[src/pending_request_timeout_tracker_assert.svh]
// assertion macros for the request tracker
`ifndef PENDING_REQUEST_TIMEOUT_TRACKER_ASSERT_SVH
`define PENDING_REQUEST_TIMEOUT_TRACKER_ASSERT_SVH

// same-cycle implication, clocked on clk, held off during reset
`define PRTT_ASSERT_NOW(label, ante, cons) \
    label: assert property (@(posedge clk) disable iff (!rst_n) (ante) |-> (cons)) \
        else $error("request tracker check failed");

// next-cycle implication, clocked on clk, held off during reset
`define PRTT_ASSERT_NEXT(label, ante, cons) \
    label: assert property (@(posedge clk) disable iff (!rst_n) (ante) |=> (cons)) \
        else $error("request tracker check failed");

`endif

[src/prtt_pkg.sv]
package prtt_pkg;

    localparam int SLOTS_DEF    = 16;
    localparam int SEQ_BITS_DEF = 16;

    localparam int REQ_W     = 2;
    localparam int IN_SEQ_W  = 16;
    localparam int CODE_W    = 8;
    localparam int KIND_W    = 3;
    localparam int OUT_SEQ_W = 16;
    localparam int AGE_W     = 6;

    localparam logic [AGE_W-1:0] AGE_MAX     = 6'd63;
    localparam logic [AGE_W-1:0] TIMEOUT_RST = 6'd40;

    typedef enum logic [REQ_W-1:0] {
        REQ_ISSUE = 2'd0,
        REQ_RESP  = 2'd1,
        REQ_TICK  = 2'd2,
        REQ_NONE  = 2'd3
    } req_t;

    typedef enum logic [KIND_W-1:0] {
        KIND_ISSUED   = 3'd0,
        KIND_ANSWERED = 3'd1,
        KIND_TIMEOUT  = 3'd2,
        KIND_UNKNOWN  = 3'd3,
        KIND_FULL     = 3'd4,
        KIND_NOTHING  = 3'd5
    } kind_t;

endpackage

[src/prtt_ram.sv]
module prtt_ram #(
    parameter int WIDTH = 8,
    parameter int DEPTH = 16
) (
    input  logic                                  clk,
    input  logic                                  we,
    input  logic [(DEPTH > 1 ? $clog2(DEPTH) : 1)-1:0] waddr,
    input  logic [WIDTH-1:0]                      wdata,
    input  logic                                  re,
    input  logic [(DEPTH > 1 ? $clog2(DEPTH) : 1)-1:0] raddr,
    output logic [WIDTH-1:0]                      rdata
);

    logic [WIDTH-1:0] mem [DEPTH];

    always_ff @(posedge clk)
    begin
        if (we)
        begin
            mem[waddr] <= wdata;
        end
        if (re)
        begin
            rdata <= mem[raddr];
        end
    end

endmodule

[src/pending_request_timeout_tracker.sv]
// outstanding request tracker with timeout
// command channel: drive req_type, resp_seq and resp_code with start; the
// transaction is taken on a clock edge where start is high and busy is low.
// issue (0) allocates the lowest free slot with the next sequence number,
// response (1) looks up a pending slot by sequence, tick (2) ages all pending slots
// and retires those that reach timeout_ticks; req_type 3 is taken and dropped.
// every issue, response or tick is handled by one slot scan: a single comparator and age
// incrementer walk the slot memory one slot per cycle, with a registered read.
// issue and response stop at the first hit or at the last slot, a tick
// walks every slot and then flushes its final result; busy stays high meanwhile.
// results appear on result_kind, sequence_res, code_out and last, each for a
// single cycle marked by result_valid; the receiver cannot stall and every
// result must be taken in its cycle. a tick gives one result per expired
// slot in slot order, or one "nothing expired" result; last marks the final.
// timeout_ticks is written through cfg_valid/cfg_ready/cfg_data while idle.
// reset clears all slot valid marks, the sequence counter and sets the
// timeout to 40; the slot memory itself needs no clearing.
`include "pending_request_timeout_tracker_assert.svh"

module pending_request_timeout_tracker #(
    parameter int SLOTS    = prtt_pkg::SLOTS_DEF,
    parameter int SEQ_BITS = prtt_pkg::SEQ_BITS_DEF
) (
    input  logic                             clk,
    input  logic                             rst_n,
    input  logic                             start,
    output logic                             busy,
    input  logic [prtt_pkg::REQ_W-1:0]       req_type,
    input  logic [prtt_pkg::IN_SEQ_W-1:0]    resp_seq,
    input  logic [prtt_pkg::CODE_W-1:0]      resp_code,
    output logic                             result_valid,
    output logic [prtt_pkg::KIND_W-1:0]      result_kind,
    output logic [prtt_pkg::OUT_SEQ_W-1:0]   sequence_res,
    output logic [prtt_pkg::CODE_W-1:0]      code_out,
    output logic                             last,
    input  logic                             cfg_valid,
    output logic                             cfg_ready,
    input  logic [prtt_pkg::AGE_W-1:0]       cfg_data
);

    import prtt_pkg::*;

    localparam int IDX_W = SLOTS > 1 ? $clog2(SLOTS) : 1;
    localparam int RAM_W = SEQ_BITS + AGE_W;
    localparam logic [IDX_W-1:0] IDX_LAST = IDX_W'(SLOTS - 1);

    typedef enum logic [1:0] {
        ST_IDLE,
        ST_SCAN,
        ST_FLUSH
    } state_t;

    state_t                 state_reg, state_next;
    logic [SLOTS-1:0]       valid_reg, valid_next;
    logic [SEQ_BITS-1:0]    next_seq_reg, next_seq_next;
    logic [AGE_W-1:0]       timeout_reg, timeout_next;
    logic [REQ_W-1:0]       op_reg, op_next;
    logic [IN_SEQ_W-1:0]    rseq_reg, rseq_next;
    logic [CODE_W-1:0]      rcode_reg, rcode_next;
    logic [IDX_W-1:0]       rd_idx_reg, rd_idx_next;
    logic                   rd_run_reg, rd_run_next;
    logic [IDX_W-1:0]       chk_idx_reg, chk_idx_next;
    logic                   chk_vld_reg, chk_vld_next;
    logic                   hold_vld_reg, hold_vld_next;
    logic [OUT_SEQ_W-1:0]   hold_seq_reg, hold_seq_next;
    logic                   strobe_reg, strobe_next;
    logic [KIND_W-1:0]      kind_reg, kind_next;
    logic [OUT_SEQ_W-1:0]   oseq_reg, oseq_next;
    logic [CODE_W-1:0]      ocode_reg, ocode_next;
    logic                   olast_reg, olast_next;

    logic                   ram_we;
    logic                   ram_re;
    logic [RAM_W-1:0]       ram_wdata;
    logic [RAM_W-1:0]       ram_rdata;

    logic [SEQ_BITS-1:0]    cur_seq;
    logic [AGE_W-1:0]       cur_age;
    logic [AGE_W-1:0]       aged;
    logic                   cur_valid;
    logic                   at_end;

    prtt_ram #(
        .WIDTH (RAM_W),
        .DEPTH (SLOTS)
    ) u_slot_ram (
        .clk   (clk),
        .we    (ram_we),
        .waddr (chk_idx_reg),
        .wdata (ram_wdata),
        .re    (ram_re),
        .raddr (rd_idx_reg),
        .rdata (ram_rdata)
    );

    assign cur_seq   = ram_rdata[RAM_W-1:AGE_W];
    assign cur_age   = ram_rdata[AGE_W-1:0];
    assign aged      = (cur_age == AGE_MAX) ? cur_age : cur_age + AGE_W'(1);
    assign cur_valid = valid_reg[chk_idx_reg];
    assign at_end    = (chk_idx_reg == IDX_LAST);

    always_comb
    begin
        state_next    = state_reg;
        valid_next    = valid_reg;
        next_seq_next = next_seq_reg;
        timeout_next  = timeout_reg;
        op_next       = op_reg;
        rseq_next     = rseq_reg;
        rcode_next    = rcode_reg;
        rd_idx_next   = rd_idx_reg;
        rd_run_next   = rd_run_reg;
        chk_idx_next  = chk_idx_reg;
        chk_vld_next  = 1'b0;
        hold_vld_next = hold_vld_reg;
        hold_seq_next = hold_seq_reg;
        strobe_next   = 1'b0;
        kind_next     = kind_reg;
        oseq_next     = oseq_reg;
        ocode_next    = ocode_reg;
        olast_next    = olast_reg;
        ram_we        = 1'b0;
        ram_re        = 1'b0;
        ram_wdata     = {next_seq_reg, AGE_W'(0)};

        if (cfg_valid && cfg_ready)
        begin
            timeout_next = cfg_data;
        end

        case (state_reg)
            ST_IDLE:
            begin
                if (start)
                begin
                    op_next    = req_type;
                    rseq_next  = resp_seq;
                    rcode_next = resp_code;
                    if (req_type != REQ_NONE)
                    begin
                        state_next    = ST_SCAN;
                        rd_idx_next   = '0;
                        rd_run_next   = 1'b1;
                        hold_vld_next = 1'b0;
                    end
                end
            end
            ST_SCAN:
            begin
                // read side of the scan
                if (rd_run_reg)
                begin
                    ram_re       = 1'b1;
                    chk_vld_next = 1'b1;
                    chk_idx_next = rd_idx_reg;
                    if (rd_idx_reg == IDX_LAST)
                    begin
                        rd_run_next = 1'b0;
                    end
                    else
                    begin
                        rd_idx_next = rd_idx_reg + IDX_W'(1);
                    end
                end
                // check side of the scan
                if (chk_vld_reg)
                begin
                    case (op_reg)
                        REQ_ISSUE:
                        begin
                            if (!cur_valid)
                            begin
                                valid_next[chk_idx_reg] = 1'b1;
                                ram_we        = 1'b1;
                                ram_wdata     = {next_seq_reg, AGE_W'(0)};
                                next_seq_next = next_seq_reg + SEQ_BITS'(1);
                                strobe_next   = 1'b1;
                                kind_next     = KIND_ISSUED;
                                oseq_next     = OUT_SEQ_W'(next_seq_reg);
                                ocode_next    = '0;
                                olast_next    = 1'b1;
                                state_next    = ST_IDLE;
                            end
                            else if (at_end)
                            begin
                                strobe_next = 1'b1;
                                kind_next   = KIND_FULL;
                                oseq_next   = '0;
                                ocode_next  = '0;
                                olast_next  = 1'b1;
                                state_next  = ST_IDLE;
                            end
                        end
                        REQ_RESP:
                        begin
                            if (cur_valid && (cur_seq == SEQ_BITS'(rseq_reg)))
                            begin
                                valid_next[chk_idx_reg] = 1'b0;
                                strobe_next = 1'b1;
                                kind_next   = KIND_ANSWERED;
                                oseq_next   = rseq_reg;
                                ocode_next  = rcode_reg;
                                olast_next  = 1'b1;
                                state_next  = ST_IDLE;
                            end
                            else if (at_end)
                            begin
                                strobe_next = 1'b1;
                                kind_next   = KIND_UNKNOWN;
                                oseq_next   = rseq_reg;
                                ocode_next  = '0;
                                olast_next  = 1'b1;
                                state_next  = ST_IDLE;
                            end
                        end
                        REQ_TICK:
                        begin
                            if (cur_valid)
                            begin
                                ram_we    = 1'b1;
                                ram_wdata = {cur_seq, aged};
                                if (aged >= timeout_reg)
                                begin
                                    valid_next[chk_idx_reg] = 1'b0;
                                    // earlier expiry goes out now, newest is held back
                                    if (hold_vld_reg)
                                    begin
                                        strobe_next = 1'b1;
                                        kind_next   = KIND_TIMEOUT;
                                        oseq_next   = hold_seq_reg;
                                        ocode_next  = '0;
                                        olast_next  = 1'b0;
                                    end
                                    hold_vld_next = 1'b1;
                                    hold_seq_next = OUT_SEQ_W'(cur_seq);
                                end
                            end
                            if (at_end)
                            begin
                                state_next = ST_FLUSH;
                            end
                        end
                        default:
                        begin
                            state_next = ST_IDLE;
                        end
                    endcase
                end
            end
            ST_FLUSH:
            begin
                strobe_next = 1'b1;
                kind_next   = hold_vld_reg ? KIND_TIMEOUT : KIND_NOTHING;
                oseq_next   = hold_vld_reg ? hold_seq_reg : '0;
                ocode_next  = '0;
                olast_next  = 1'b1;
                state_next  = ST_IDLE;
            end
            default:
            begin
                state_next = ST_IDLE;
            end
        endcase
    end

    always_ff @(posedge clk or negedge rst_n)
    begin
        if (!rst_n)
        begin
            state_reg    <= ST_IDLE;
            valid_reg    <= '0;
            next_seq_reg <= '0;
            timeout_reg  <= TIMEOUT_RST;
            op_reg       <= REQ_NONE;
            rseq_reg     <= '0;
            rcode_reg    <= '0;
            rd_idx_reg   <= '0;
            rd_run_reg   <= 1'b0;
            chk_idx_reg  <= '0;
            chk_vld_reg  <= 1'b0;
            hold_vld_reg <= 1'b0;
            hold_seq_reg <= '0;
            strobe_reg   <= 1'b0;
            kind_reg     <= KIND_NOTHING;
            oseq_reg     <= '0;
            ocode_reg    <= '0;
            olast_reg    <= 1'b0;
        end
        else
        begin
            state_reg    <= state_next;
            valid_reg    <= valid_next;
            next_seq_reg <= next_seq_next;
            timeout_reg  <= timeout_next;
            op_reg       <= op_next;
            rseq_reg     <= rseq_next;
            rcode_reg    <= rcode_next;
            rd_idx_reg   <= rd_idx_next;
            rd_run_reg   <= rd_run_next;
            chk_idx_reg  <= chk_idx_next;
            chk_vld_reg  <= chk_vld_next;
            hold_vld_reg <= hold_vld_next;
            hold_seq_reg <= hold_seq_next;
            strobe_reg   <= strobe_next;
            kind_reg     <= kind_next;
            oseq_reg     <= oseq_next;
            ocode_reg    <= ocode_next;
            olast_reg    <= olast_next;
        end
    end

    assign busy         = (state_reg != ST_IDLE);
    assign cfg_ready    = (state_reg == ST_IDLE);
    assign result_valid = strobe_reg;
    assign result_kind  = kind_reg;
    assign sequence_res = oseq_reg;
    assign code_out     = ocode_reg;
    assign last         = olast_reg;

    // a real command always starts a scan
    `PRTT_ASSERT_NEXT(a_start_scans, start && !busy && (req_type != REQ_NONE), busy)
    // the final result of a transaction leaves the block idle
    `PRTT_ASSERT_NOW(a_last_idle, result_valid && last, !busy)
    // only timeouts can be followed by further results
    `PRTT_ASSERT_NOW(a_more_only_timeout, result_valid && !last, result_kind == KIND_TIMEOUT)
    // a non-final result always has a successor in the next cycles of the scan
    `PRTT_ASSERT_NOW(a_more_while_busy, result_valid && !last, busy)

endmodule

[config.mk]
export PLATFORM = sky130hd
export DESIGN_NAME = pending_request_timeout_tracker
export DESIGN_NICKNAME = d
export VERILOG_FILES = /design/src/prtt_pkg.sv /design/src/prtt_ram.sv /design/src/pending_request_timeout_tracker.sv
export VERILOG_INCLUDE_DIRS = /design/src /design/src/src
export SDC_FILE = /design/constraint.sdc
export NUM_CORES = 1
export LEC_CHECK = 0
export ABC_AREA = 1
export BUFFER_PORTS_ARGS = -buffer_cell sky130_fd_sc_hd__buf_2
export CORE_UTILIZATION = 56
export CTS_CLUSTER_DIAMETER = 30
export DETAILED_ROUTE_END_ITERATION = 8
export MAX_ROUTING_LAYER = met4
export PLACE_DENSITY = 0.76
export SKIP_CTS_REPAIR_TIMING = 1
export SLEW_MARGIN = 30
export SYNTH_ARGS = -nofsm -noshare
export SYNTH_HDL_FRONTEND = slang
export SYNTH_SLANG_ARGS = --single-unit
[constraint.sdc]
create_clock -name clk -period 3.4 [get_ports clk]
set_input_delay 0.17 -clock clk [delete_from_list [all_inputs] [get_ports clk]]
set_output_delay 0.17 -clock clk [all_outputs]
set_load 0.005 [all_outputs]
==> impl_metrics.tcl <==
set metrics [dict create \
    cts_buffers 91 \
    drv_cap 0 \
    port_buffers 66 \
    gp_routability_congestion 0.884 \
    drtPass1Iterations 6 \
    startpoint_type "register" \
    fin_skew_ns 0.0256 \
    power_switching_mw 7.55 \
    dp_hpwl_um 29000 \
    initial_core_util_pct 57.5 \
    clk_path_buf_depth 3 \
    root_buffer "clkbuf_16" \
    timing.rr.end "sequence_res[5]" \
    grt_antenna_before_repair 1 \
    post_dp_cell_area_um2 22500 \
    finish.instance_area_um2 26000 \
    grt-ovfl-total 0 \
    slew-limit-headroom_pct 34.7 \
    power_frac_comb_pct 24.7 \
    reg2regPathDepth 17 \
    sw_frac_of_total_pct 33.6 \
    htreeDepth 3 \
    clock_sinks 496 \
    via_per_inst 5.95 \
    coreArea_um2 37000 \
    critPathKind "reg2reg" \
    cp.arrival_ns 3.69 \
    vias 15700 \
    syn_area_per_cell_um2 11.2 \
    antenna_cells 0 \
    nets 2104 \
    cp.required_ns 3.96 \
    top_register "u_slot_ram.mem" \
    ios 67 \
    wl_per_cell_um 21.0 \
    grt_pass1_wl_um 83200 \
    areaGrowthSynthToFinish_pct 22.2 \
    synth-seq-area-share_pct 67.3 \
    static-leakage-power_nw 10.1 \
    fin_crit_ns 3.14 \
    grtUsageTotal_pct 29.1 \
    fin_crit_sh_pct 92.2 \
    clk_pin_slew_ns 0.05 \
    vdd_drop_max_v 0.000536 \
    syn_nets 1954 \
    worstMarginPinSlew_ns 0.976 \
    cp-end-kind "register" \
    cts_tree "yes" \
    grt_pass1_vias 15400 \
    grt.met1_usage_pct 36.1 \
    remaining_drc_errors 0 \
    dieArea_um2 38700 \
    drive_gt1_share_pct 15.9 \
    postRouteAntennaNets 0 \
    yosysUniqueCellTypes 37 \
    yosys.area.top_type "edfxtp_1" \
    die_height_um 197 \
    r2r_start "u_slot_ram.rdata[0]" \
    pwr-share-clk_pct 39.6 \
    synthCells 1902 \
    wirelength_um 55200 \
    total_power_mw 22.5 \
    synth_area_um2 21200 \
    grtUsageMet2_pct 47.0 \
    p_per_area_nw_per_um2 866 \
    hp-start "cfg_valid" \
    status "finished clean" \
    synth_area_leaders "edfxtp_1, dfrtp_1, nand2_1" \
    holdPathEnd "timeout_reg[3]" \
    reg_top3 "u_slot_ram.mem: 352 flops, u_slot_ram.rdata: 22 flops" \
    p_int_mw 14.9 \
    holdPathStages 3 \
    die_x_um 197 \
    final_hold_viol_count 0 \
    largest_register_ffs 352 \
    placementRows 70 \
    setup_violations 0 \
    yosys_register_bits 496 \
    seqPwrFrac_pct 35.7 \
    use_met3_pct 5.32 \
    grt_max_degree 97 \
    synth.top_cell.area_share_pct 52.9 \
    ys_warn_count 0 \
    drt-initial-drc-count 1816 \
    busiest_layer "met2" \
    hold_path.class "in2reg" \
    regToRegSetupSlack_ns 0.26 \
    clk_latency_ns 0.62 \
    drv_slew 0 \
    clock.fmax_mhz 319 \
    critPathMaxFanout 21 \
]
cell usage after synthesis (all sizes together):
| master | count |
|---|---|
| o22ai | 2 |
| dfrtp | 116 |
| o211ai | 13 |
| clkbuf | 70 |
| dfstp | 6 |
| nor3 | 27 |
| nor2 | 284 |
| ha | 16 |
| clkinv | 3 |
| inv | 89 |
| o221ai | 32 |
| edfxtp | 374 |
| or2 | 2 |
| a21oi | 34 |
| nand2 | 415 |
| o32ai | 56 |
| buf | 29 |
| xor2 | 12 |
| nor4 | 2 |
| mux2i | 32 |
| xnor2 | 13 |
| mux2 | 19 |
| o21a | 2 |
| nand3 | 95 |
| nand4 | 8 |
| o21ai | 151 |
per-stage QoR:
step                      setup slack (ns)  TNS (ns)  hold WS [ns]  instances  util (%)
after floorplan                     -0.177    -36.64        -0.126       1902         -
after CTS                           -0.218     -2.95        -0.297       2598      69.2
final                                0.264         0         0.158       2632      70.2
after global placement              0.0121         0         0.320       2429      60.9
after detailed placement            -0.188     -2.55         0.328       2429      60.9
after global routing              -0.00416  -0.00416         0.168       2632      70.2
how the worst max path moves through the flow:
stage	start	endpoint	slack, ns	depth (start not counted)
2_1_floorplan	state_reg[1]	u_slot_ram.mem[3][0]	-0.18	9
3_3_place_gp	u_slot_ram.rdata[0]	register	0.01	17
3_5_place_dp	u_slot_ram.rdata[0]	register	-0.19	17
4_1_cts	u_slot_ram.rdata[0]	register	-0.22	18
5_1_grt	u_slot_ram.rdata[0]	hold_seq_reg[11]	-0.004	16
6_report	u_slot_ram.rdata[0]	sequence_res[5]	0.26	17
cell usage in the layout, fill, tap and decap left out, types with 15 or more instances in the layout:
| cell type | count |
|---|---|
| ha_1 | 16 |
| o21ai_0 | 145 |
| a21oi_1 | 33 |
| o32ai_1 | 56 |
| edfxtp_1 | 374 |
| dlygate4sd3_1 | 33 |
| o221ai_1 | 32 |
| buf_4 | 39 |
| nor2_1 | 267 |
| nand2_1 | 409 |
| clkbuf_1 | 21 |
| dfrtp_1 | 114 |
| buf_2 | 65 |
| inv_1 | 83 |
| mux2_2 | 19 |
| nor3_2 | 15 |
| mux2i_1 | 32 |
| buf_12 | 18 |
| nand3_1 | 95 |
| clkbuf_16 | 92 |
routing by layer:
metal / up-vias / routed length, µm / share of wire (%)
met1: 7567 / 20800 / 38
met3: 160 / 5310 / 9.6
met4: 0 / 1920 / 3.5
met2: 935 / 27200 / 49
li1: 6992 / - / -
met5: - / 0 / 0
power by group through the flow:
stage                     combinational (mW)  sequential (mW)  clock (mW)
after floorplan                         4.01             7.70           0
after detailed placement                5.24             8.07           0
final                                   5.56             8.03        8.89
after CTS                               5.36             7.98        8.94
after global placement                  5.09             8.05           0
after global routing                    6.13             8.08        9.24
layout make-up:
type,instances,area (µm²)
Clock buffer,116,2420
Clock inverter,53,637
Fill cell,2362,11000
Inverter,92,353
Multi-Input combinational cell,1216,6310
Sequential cell,496,14300
Tap cell,504,631
Timing Repair Buffer,155,1310
cells by family (layout without fill, tap and decap cells):
logic type / after synthesis / in the layout / share of synthesized area (%)
AO/OA/AOI/OAI: 290 / 290 / 8.61
multiplexers: 51 / 51 / 2.52
XOR/XNOR: 25 / 25 / 1.03
AND/OR/NAND/NOR: 833 / 834 / 15.9
flip-flops: 496 / 496 / 67.3
adder cells (fa/ha/maj): 16 / 16 / 0.943
buffers and inverters: 191 / 416 / 3.69
worst max-delay path, stage by stage (launching register included):
cell      delay [ns]
edfxtp_1        0.39
ha_1            0.19
nand2_1         0.08
nor2_1          0.09
inv_1           0.10
nor2_4          0.17
xor2_1          0.26
ha_1            0.28
o21ai_0         0.17
a21oi_1         0.09
nor3_1          0.24
buf_4           0.18
nor2_2          0.06
o21ai_2         0.26
inv_4           0.16
nand2_8         0.17
nand2_1         0.10
nand2_1         0.08
(Power assumes the default switching activity.)
